===== src/design/amet_pkg.sv =====
// Shared types, widths and codes of the adjacency matrix edge table.
package amet_pkg;

   localparam int CMD_W        = 3;
   localparam int VERTEX_W     = 7;
   localparam int WEIGHT_W     = 16;
   localparam int STATUS_W     = 2;
   localparam int EDGE_COUNT_W = 13;

   localparam logic [CMD_W-1:0] CMD_INSERT     = 3'd0;
   localparam logic [CMD_W-1:0] CMD_TEST       = 3'd1;
   localparam logic [CMD_W-1:0] CMD_REMOVE     = 3'd2;
   localparam logic [CMD_W-1:0] CMD_ROW_EMPTY  = 3'd3;
   localparam logic [CMD_W-1:0] CMD_NEXT       = 3'd4;
   localparam logic [CMD_W-1:0] CMD_CLEAR      = 3'd5;

   localparam logic [STATUS_W-1:0] ST_OK    = 2'd0;
   localparam logic [STATUS_W-1:0] ST_RANGE = 2'd1;
   localparam logic [STATUS_W-1:0] ST_NONE  = 2'd2;

   typedef struct packed {
      logic [CMD_W-1:0]           cmd;
      logic [VERTEX_W-1:0]        source_vertex;
      logic [VERTEX_W-1:0]        dest_vertex;
      logic signed [WEIGHT_W-1:0] weight_in;
   } req_type;

   typedef struct packed {
      logic [STATUS_W-1:0]        status;
      logic signed [WEIGHT_W-1:0] weight_out;
      logic [VERTEX_W-1:0]        next_vertex;
      logic                       row_empty;
      logic [EDGE_COUNT_W-1:0]    edge_count;
   } rsp_type;

   typedef struct packed {
      logic found;
      logic empty;
   } scan_flags_type;

endpackage


===== src/design/amet_row_scan.sv =====
// Neighbor search and emptiness test over one row of the presence bitmap.
module amet_row_scan #(
   parameter int ROW_W = 64,
   parameter int IDX_W = 6,
   parameter int NV_W  = 7
) (
   input  logic [ROW_W-1:0]              row,
   input  logic [amet_pkg::VERTEX_W-1:0] start_vertex,
   input  logic [NV_W-1:0]               num_vertices,
   output logic [IDX_W-1:0]              hit_index,
   output amet_pkg::scan_flags_type      flags
);
   import amet_pkg::*;

   logic [ROW_W-1:0] in_range;
   logic [ROW_W-1:0] candidates;
   logic [ROW_W-1:0] lowest;

   // A column takes part when it is in use and lies after the start vertex.
   always_comb begin
      for (int i = 0; i < ROW_W; i++) begin
         in_range[i] = (i < int'(num_vertices));
      end
      candidates = '0;
      for (int i = 0; i < ROW_W; i++) begin
         candidates[i] = row[i] & in_range[i] & (i >= int'(start_vertex));
      end
   end

   // Isolate the lowest set bit, then encode its position.
   assign lowest = candidates & (~candidates + ROW_W'(1));

   always_comb begin
      hit_index = '0;
      for (int i = 0; i < ROW_W; i++) begin
         if (lowest[i]) begin
            hit_index = hit_index | IDX_W'(i);
         end
      end
   end

   assign flags.found = |candidates;
   assign flags.empty = ~|(row & in_range);

endmodule


===== config.mk =====
export PLATFORM = sky130hd
export DESIGN_NAME = amet_row_scan
export DESIGN_NICKNAME = d
export VERILOG_FILES = /design/src/design/amet_pkg.sv /design/src/design/amet_row_scan.sv
export SDC_FILE = /design/constraint.sdc
export NUM_CORES = 1
export LEC_CHECK = 0
export BUFFER_PORTS_ARGS = -buffer_cell sky130_fd_sc_hd__buf_4
export CORE_ASPECT_RATIO = 1.75
export CORE_MARGIN = 2
export CORE_UTILIZATION = 45
export DETAILED_ROUTE_END_ITERATION = 8
export PLACE_DENSITY_LB_ADDON = 0.12
export SYNTH_ARGS = -nofsm -noshare
export SYNTH_HDL_FRONTEND = slang
export SYNTH_SLANG_ARGS = --single-unit

===== constraint.sdc =====
create_clock -name vclk -period 5.96
set_clock_uncertainty 0.05 [all_clocks]
set_input_delay 0.596 -clock vclk [all_inputs]
set_output_delay 0.596 -clock vclk [all_outputs]
set_load 0.005 [all_outputs]

; Word-level counts from Yosys, hierarchy flattened
; Cells that the tools add are included.
[classes]
add_sub_neg = 1
n_lt_le_gt_ge = 128
n_mux = 63
bitwise_logic = 131
n_reduce_logical = 3
[op_table]
columns = op, n
row1 = "6-bit by 7-bit >= comparator with 1-bit output, first input constant", 32
row2 = "6-bit by 7-bit less-than comparator with 1-bit output, first input constant", 32
row3 = 6-bit two-way mux, 32
row4 = 1-bit AND, 128
row5 = 64-bit AND, 2
row6 = 64-bit OR reduction, 2
row7 = "5-bit by 7-bit >= comparator with 1-bit output, first input constant", 16
row8 = "5-bit by 7-bit less-than comparator with 1-bit output, first input constant", 16
row9 = 5-bit two-way mux, 16
row10 = "64-bit by 1-bit adder with 64-bit output, second input constant", 1
row11 = 64-bit inverter, 1
row12 = "4-bit by 7-bit >= comparator with 1-bit output, first input constant", 8
row13 = "4-bit by 7-bit less-than comparator with 1-bit output, first input constant", 8
row14 = 4-bit two-way mux, 8
row15 = "3-bit by 7-bit >= comparator with 1-bit output, first input constant", 4
row16 = "3-bit by 7-bit less-than comparator with 1-bit output, first input constant", 4
row17 = "1-bit by 7-bit >= comparator with 1-bit output, first input constant", 2
row18 = "2-bit by 7-bit >= comparator with 1-bit output, first input constant", 2
row19 = "1-bit by 7-bit less-than comparator with 1-bit output, first input constant", 2
row20 = "2-bit by 7-bit less-than comparator with 1-bit output, first input constant", 2
row21 = 3-bit two-way mux, 4
row22 = 2-bit two-way mux, 2
row23 = 1-bit logical NOT, 1
row24 = 1-bit two-way mux, 1
[word_totals]
regBits = 0
inputBits = 78
output_inout_bits = 8
elab_cells = 326

; Depth between registers and ports, before layout
; Gate-level depths: netlist (run 1).
[depth]
depth_word = 69
depth_mapped = 14
mapped_depth_nobuf = 9

; Worst setup path before layout (run 1)
; Ideal clock, no wire load.
[synth_timing]
path_type = in2out
start = input port start_vertex[6] (netlist bit)
end = output port hit_index[5]
t_arrival_ns = 3.422
required_ns = 5.314
setup_slack_ns = 1.892
cell_stages = 13
n_path_buf = 4
path_cell_list = buf_2 or2_1 buf_2 or3_1 o41a_1 and4_1 buf_6 nand4_2 buf_4 or2_2 o2bb2ai_1 or4b_1 or3_1
[synth_via]
elab_chain_cells = 37
elab_cells_between_ends = 163
cone_classes = 1 x add/sub / 64 x order compare / 32 x mux / 66 x bitwise
[synth_lines]
columns = item, line
row1 = start: declaration, amet_row_scan.sv:8  ; input logic [amet_pkg::VERTEX_W-1:0] start_vertex,
row2 = 1-bit by 7-bit >= comparator with 1-bit output (tied with other cells), amet_row_scan.sv:26  ; candidates[i] = row[i] & in_range[i] & (i >= int'(start_vertex));
row3 = 1-bit AND, amet_row_scan.sv:26
row4 = 64-bit inverter, amet_row_scan.sv:31  ; assign lowest = candidates & (~candidates + ROW_W'(1));
row5 = 64-bit by 1-bit adder with 64-bit output, amet_row_scan.sv:31
row6 = 64-bit AND *, amet_row_scan.sv:31
row7 = 6-bit two-way mux (31 in series), amet_row_scan.sv:36  ; if (lowest[i]) begin
row8 = 6-bit two-way mux *, amet_row_scan.sv:36
row9 = end: declaration, amet_row_scan.sv:10  ; output logic [IDX_W-1:0] hit_index,
; Mark *: on every way between the ends. The rest lies on a longest branch, timed or not.

; Worst setup path after layout (run 1)
[layout_timing]
start = input port num_vertices[6]
end = output port hit_index[4]
[layout_via]
elab_chain_cells = 54
elab_cells_between_ends = 243
cone_classes = 1 x add/sub / 64 x order compare / 48 x mux / 130 x bitwise
[layout_lines]
columns = item, line
row1 = start: declaration, amet_row_scan.sv:9  ; input logic [NV_W-1:0] num_vertices,
row2 = 1-bit by 7-bit less-than comparator with 1-bit output (tied with other cells), amet_row_scan.sv:22  ; in_range[i] = (i < int'(num_vertices));
row3 = 1-bit AND (2 in series), amet_row_scan.sv:26
row4 = 64-bit inverter, amet_row_scan.sv:31
row5 = 64-bit by 1-bit adder with 64-bit output, amet_row_scan.sv:31
row6 = 64-bit AND *, amet_row_scan.sv:31
row7 = 5-bit two-way mux (16 in series), amet_row_scan.sv:36
row8 = 6-bit two-way mux (31 in series), amet_row_scan.sv:36
row9 = 6-bit two-way mux *, amet_row_scan.sv:36
; Marked as above.

==> results.sh, run 1 <==
export IMPL_synthTopCellsByArea="nand2_1, o21ai_0, nand3_1, nor2_1, a21oi_1"
export IMPL_fp_coreArea_sq_um=7960
export IMPL_syn_inst=585
export IMPL_yosysTopAreaCellShare_pct=5.69
export IMPL_dp_cells=715
export IMPL_post_cts_resize_count=0
export IMPL_drtPass1Iterations=7
export IMPL_grt_start_max_net_pins=36
export IMPL_cp_cell_sequence="buf_4, or4_1, o21ai_0, o41a_1, and4_1, nand4_2, nor4_1, a211oi_1, nand3b_1, or4_1, buf_4"
export IMPL_endpoint_kind="output port"
export IMPL_yosysSeqAreaShare_pct=0
export IMPL_grt_overflow_total=0
export IMPL_area_growth_pct=14.0
export IMPL_dieArea_sq_um=8970
export IMPL_max_freq_mhz=178
export IMPL_clockBufferCount=0
export IMPL_initial_core_util_pct=46.4
export IMPL_grt_usage_pct=45.3
export IMPL_hold_buffers=0
export IMPL_crit_path_max_fanout=33
export IMPL_nFlopsAndLatches=0
export IMPL_seq_area_sq_um=0
export IMPL_place_congestion=1.13
export IMPL_rsz0062_at_grt="no"
export IMPL_rows=43
export IMPL_status="finished, final reports clean"
export IMPL_die_y_um=124
export IMPL_start_kind="input pin"
export IMPL_netlist_top_cells_count="nand2_1, nor2_1, o21ai_0, nand3_1, a21oi_1"
export IMPL_wirelength_mm=20.4
export IMPL_worstSetupPathType="input pin to output port"
export IMPL_fill_cells=835
export IMPL_worstMarginPinSlew_ps=1090
export IMPL_cts_setup_buffers=0
export IMPL_synth_area_per_cell_sq_um=6.31
export IMPL_synth_area_sq_um=3690
export IMPL_portBuffers=86
export IMPL_antenna_left=0
export IMPL_nets=705
export IMPL_die_x_um=72.5
export IMPL_hp_class="input pin to output port"
export IMPL_finalNonFillerCells=715
export IMPL_initialDrtViolationCount=979
export IMPL_wl_per_cell_um=28.6
export IMPL_grt_pass1_wl_mm=30.8
export IMPL_peakVddDrop_uv=52.8
export IMPL_dp_hpwl_mm=15.9
export IMPL_antennaDiodeCount=0
export IMPL_ys_types=84
export IMPL_period_needed_ps=5620
export IMPL_crit_path_end="hit_index[4]"
export IMPL_slew_viol_final=0
export IMPL_setup_viol=0
export IMPL_yosysWarnings=0
export IMPL_slowest_stage="nor4_1"
export IMPL_yosysMostFrequentCell="nand2_1"
export IMPL_power_leakage_nw=1.48
export IMPL_power_density_nw_per_um2=91.6
export IMPL_critical_path_max_stage_delay_ps=970
export IMPL_cp_required_ps=5310
export IMPL_critPathArrivalTime_ps=4970
export IMPL_ios=86
export IMPL_fin_crit_sh_pct=94.3
export IMPL_routed_via_density=7.99
export IMPL_antenna_found_initial=0
export IMPL_synth_nets=663
export IMPL_startpoint="num_vertices[6]"
export IMPL_grt_pass1_vias=5205
export IMPL_setup_tns_ps=0
export IMPL_drc_errors=0
export IMPL_slew_headroom_pct=26.9
export IMPL_synth_top_area_cell="nand2_1"
export IMPL_drive_above_1_share_pct=18.4
export IMPL_num_vias=5716
export IMPL_finalHoldViolCount=0
export IMPL_cap_violations=0
## critical path: cells and delay by family
kind | cells | cell delay [ps]
AND/OR/NAND/NOR | 6 | 2690
buffers and inverters | 2 | 320
AO/OA/AOI/OAI | 3 | 1370
## layer usage
metal | GRT usage, % | up-vias | wire length [um] | share of wire [%]
li1 | - | 2489 | - | -
met1 | 54.0 | 2577 | 6920 | 34
met2 | 72.6 | 515 | 9330 | 46
met3 | 9.79 | 135 | 2240 | 11
met4 | 28.8 | 0 | 1930 | 9.4
met5 | 0 | - | 0 | 0
## metrics by stage
step	hold slack, ps	instance area [sq um]	utilization [%]	setup slack [ps]	power [mW]
after floorplan	1290	3690	-	1890	0.225
after global placement	1590	4210	52.9	701	0.365
after detailed placement	1570	4210	52.9	719	0.364
after CTS	1570	4210	52.9	723	0.366
after global routing	1600	4210	52.9	264	0.406
final	1570	4210	52.9	340	0.385
## power by group
part	switching, mW	internal [mW]	total [mW]
clock	0	0	0
sequential	0	0	0
combinational	0.244	0.141	0.385
## worst min path at each step
stage,to,start,cells after the start
6_report,flags[0],row[23],5
5_1_grt,flags[0],row[23],5
4_1_cts,flags[0],row[23],5
3_5_place_dp,flags[0],row[23],5
3_3_place_gp,flags[0],row[23],5
2_1_floorplan,flags[0],row[5],3
## cell families (layout without fill, tap and decap cells)
kind of cell,after synthesis,count (layout),share of synthesized area [%]
and+or+nand+nor,314,314,49.7
AOI/OAI and AO/OA,218,218,42.8
buffers and inverters,53,93,7.52
## layout by cell type (no fill, tap or decap), drive strengths merged, types with 7 or more instances in the layout
master / synthesis / final
o2111ai: 16 / 16
o211ai: 15 / 15
a21oi: 28 / 28
and2: 9 / 9
nand4: 21 / 21
or4: 10 / 10
nor3b: 7 / 7
nand4b: 7 / 7
nor4: 20 / 20
nand3: 34 / 34
nor2: 42 / 42
buf: 38 / 89
o22ai: 7 / 7
nor3: 22 / 22
or2: 11 / 11
a211oi: 10 / 10
a31oi: 11 / 11
or3: 16 / 16
o21ai: 44 / 44
nand2: 56 / 56
and4: 14 / 14
o21a: 16 / 16
nand2b: 11 / 11
## final cells by class
class | count | area [sq um] | share of cell area, %
timing repair buffer | 89 | 668 | 15.9
multi-input combinational | 532 | 3410 | 81.1
inverter | 4 | 15.0 | 0.357
tap | 90 | 113 | 2.67
Power figures use the tool's default switching activity.
==> run 2: changes to the inputs <==
- CORE_UTILIZATION: 45 -> 63
- RECOVER_POWER: unset -> 25
==> results.sh, run 2 <==
export IMPL_synth_simple_area_share_pct=49.7
export IMPL_die_x_um=61.9
export IMPL_synth_nets=663
export IMPL_cts_setup_buffers=0
export IMPL_error="[ERROR GRT-0116] Global routing finished with congestion. Check the congestion regions in the DRC Viewer."
export IMPL_yosysMostFrequentCell="nand2_1"
export IMPL_synthTopCellsByArea="nand2_1, o21ai_0, nand3_1, nor2_1, a21oi_1"
export IMPL_post_synth_mux_area_share_pct=0
export IMPL_synth_top_area_cell="nand2_1"
export IMPL_syn_inst=585
export IMPL_yosysTopAreaCellShare_pct=5.69
export IMPL_status="aborted with a tool error"
export IMPL_netlist_top_cells_count="nand2_1, nor2_1, o21ai_0, nand3_1, a21oi_1"
export IMPL_yosys_area_share_xor_xnor_pct=0
export IMPL_dp_hpwl_mm=14.2
export IMPL_place_congestion=1.18
export IMPL_grt_usage_pct=61.3
export IMPL_synth_compound_gate_area_share_pct=42.8
export IMPL_grt_start_max_net_pins=36
export IMPL_synth_area_sq_um=3690
export IMPL_stop_stage="global routing"
export IMPL_post_cts_resize_count=0
export IMPL_portBuffers=86
export IMPL_ios=86
export IMPL_synth_adder_area_share_pct=0
export IMPL_synth_area_per_cell_sq_um=6.31
export IMPL_place_ws_ps=1110
export IMPL_yosysWarnings=0
export IMPL_ys_types=84
export IMPL_grt_pass1_wl_mm=30.1
export IMPL_yosysSeqAreaShare_pct=0
export IMPL_grt_pass1_vias=5764
export IMPL_die_y_um=105
export IMPL_rows=36
export IMPL_initial_core_util_pct=65.6
export IMPL_hold_buffers=0
export IMPL_dp_cells=698
export IMPL_grt_overflow_total=1
export IMPL_synth_top_family_by_area="simple AND/OR/NAND/NOR gates"
## run 2: logic make-up after synthesis
logic type,Yosys count
compound gates,218
buf+inv,53
simple gates,314
## run 2: layer usage
| layer | overflow | track usage, % |
|---|---|---|
| met5 | 0 | 0 |
| met4 | 0 | 50.2 |
| met3 | 0 | 37.4 |
| met2 | 1 | 80.0 |
| met1 | 0 | 67.6 |
## run 2: through the flow
stage / utilization, % / instance area [sq um] / hold WS [ps]
global placement: 74.1 / 4170 / 1580
detailed placement: 74.1 / 4170 / 1580
CTS: 74.1 / 4170 / 1580
floorplan: - / 3690 / 1290
==> run 3: changes to the inputs <==
- CORE_ASPECT_RATIO: 1.75 -> unset
- CORE_UTILIZATION: 63 -> 40
- PLACE_DENSITY_LB_ADDON: 0.12 -> 0.15
==> results.sh, run 3 (synthesized netlist as in run 1, its figures left out) <==
export IMPL_initial_core_util_pct=40.5
export IMPL_slew_viol_final=0
export IMPL_cap_violations=0
export IMPL_worstMarginPinSlew_ps=1070
export IMPL_fp_coreArea_sq_um=9110
export IMPL_cp_cell_sequence="clkbuf_2, or4_1, o21ai_0, o41a_1, and4_1, nand3_1, or4_1, o32a_1, o2111ai_1, or4_1, buf_4"
export IMPL_die_x_um=100
export IMPL_place_congestion=1.09
export IMPL_portBuffers=86
export IMPL_min_to="flags[0]"
export IMPL_clockBufferCount=0
export IMPL_drtPass1Iterations=8
export IMPL_nFlopsAndLatches=0
export IMPL_setup_tns_ps=0
export IMPL_slowest_stage="or4_1"
export IMPL_antenna_found_initial=0
export IMPL_start_kind="input pin"
export IMPL_critPathArrivalTime_ps=4860
export IMPL_finalNonFillerCells=733
export IMPL_grt_pass1_vias=5360
export IMPL_dp_hpwl_mm=15.8
export IMPL_drc_errors=0
export IMPL_grt_pass1_wl_mm=30.8
export IMPL_power_uw=382
export IMPL_initialDrtViolationCount=819
export IMPL_final_cell_mix="buf_4, nand2_1, nor2_1"
export IMPL_wirelength_mm=20.2
export IMPL_drive_above_1_share_pct=17.8
export IMPL_routed_via_density=7.77
export IMPL_grt_overflow_total=0
export IMPL_slew_headroom_pct=28.7
export IMPL_area_growth_pct=14.0
export IMPL_critical_path_max_stage_delay_ps=840
export IMPL_crit_path_max_fanout=33
export IMPL_die_y_um=100
export IMPL_ios=86
export IMPL_cts_setup_buffers=0
export IMPL_peakVddDrop_uv=33.3
export IMPL_seq_area_sq_um=0
export IMPL_wl_per_cell_um=27.5
export IMPL_status="finished, final reports clean"
export IMPL_cp_required_ps=5310
export IMPL_hp_start="row[23]"
export IMPL_nets=702
export IMPL_rsz0062_at_grt="no"
export IMPL_antennaDiodeCount=0
export IMPL_dieArea_sq_um=10000
export IMPL_worstSetupPathType="input pin to output port"
export IMPL_rows=35
export IMPL_min_path_cells=5
export IMPL_endpoint_kind="output port"
export IMPL_post_cts_resize_count=0
export IMPL_dp_cells=733
export IMPL_setup_viol=0
export IMPL_num_vias=5699
export IMPL_hold_buffers=0
export IMPL_grt_usage_pct=39.5
export IMPL_grt_start_max_net_pins=36
export IMPL_finalHoldViolCount=0
export IMPL_cp_common_cell="or4_1"
export IMPL_max_freq_mhz=182
export IMPL_fin_crit_sh_pct=92.3
export IMPL_final_common_cell="buf_4"
export IMPL_antenna_left=0
export IMPL_period_needed_ps=5500
export IMPL_power_density_nw_per_um2=90.7
export IMPL_hold_ws_ps=1580
export IMPL_hp_class="input pin to output port"
export IMPL_power_leakage_nw=1.46
-- run 3: metal layers --
| metal | wire, um | GRT usage, % |
|---|---|---|
| met1 | 7890 | 51.5 |
| met2 | 8910 | 64.6 |
| met3 | 2440 | 7.94 |
| met4 | 920 | 14.4 |
| met5 | 0 | 0 |
-- run 3: worst max-delay path: cells and delay by family --
family	cells	cell delay (ps)
compound gates	4	1380
buf+inv	2	470
simple gates	5	2390
-- run 3: worst max path at each step --
stage	cells past startpoint	from	to
floorplan	13	start_vertex[6]	hit_index[5]
global placement	11	num_vertices[6]	hit_index[3]
detailed placement	11	num_vertices[4]	hit_index[0]
CTS	11	num_vertices[4]	hit_index[0]
global route	11	num_vertices[6]	hit_index[4]
finish	11	num_vertices[6]	hit_index[4]
-- run 3: final cells by class --
type                       count  area, sq um
tap                          111          139
multi-input combinational    532         3410
inverter                       4         15.0
timing repair buffer          86          639
fill                         995         4900
-- run 3: report_power, final --
group          internal [mW]  switching [mW]
Combinational          0.140           0.242
Clock                      0               0
Sequential                 0               0
Total                  0.140           0.242
-- run 3: stage by stage --
step	cell area (sq um)	util, %	setup slack, ps
2_1_floorplan	3690	-	1890
3_3_place_gp	4210	46.3	888
3_5_place_dp	4210	46.3	908
4_1_cts	4210	46.3	886
5_1_grt	4210	46.2	294
6_report	4210	46.2	458
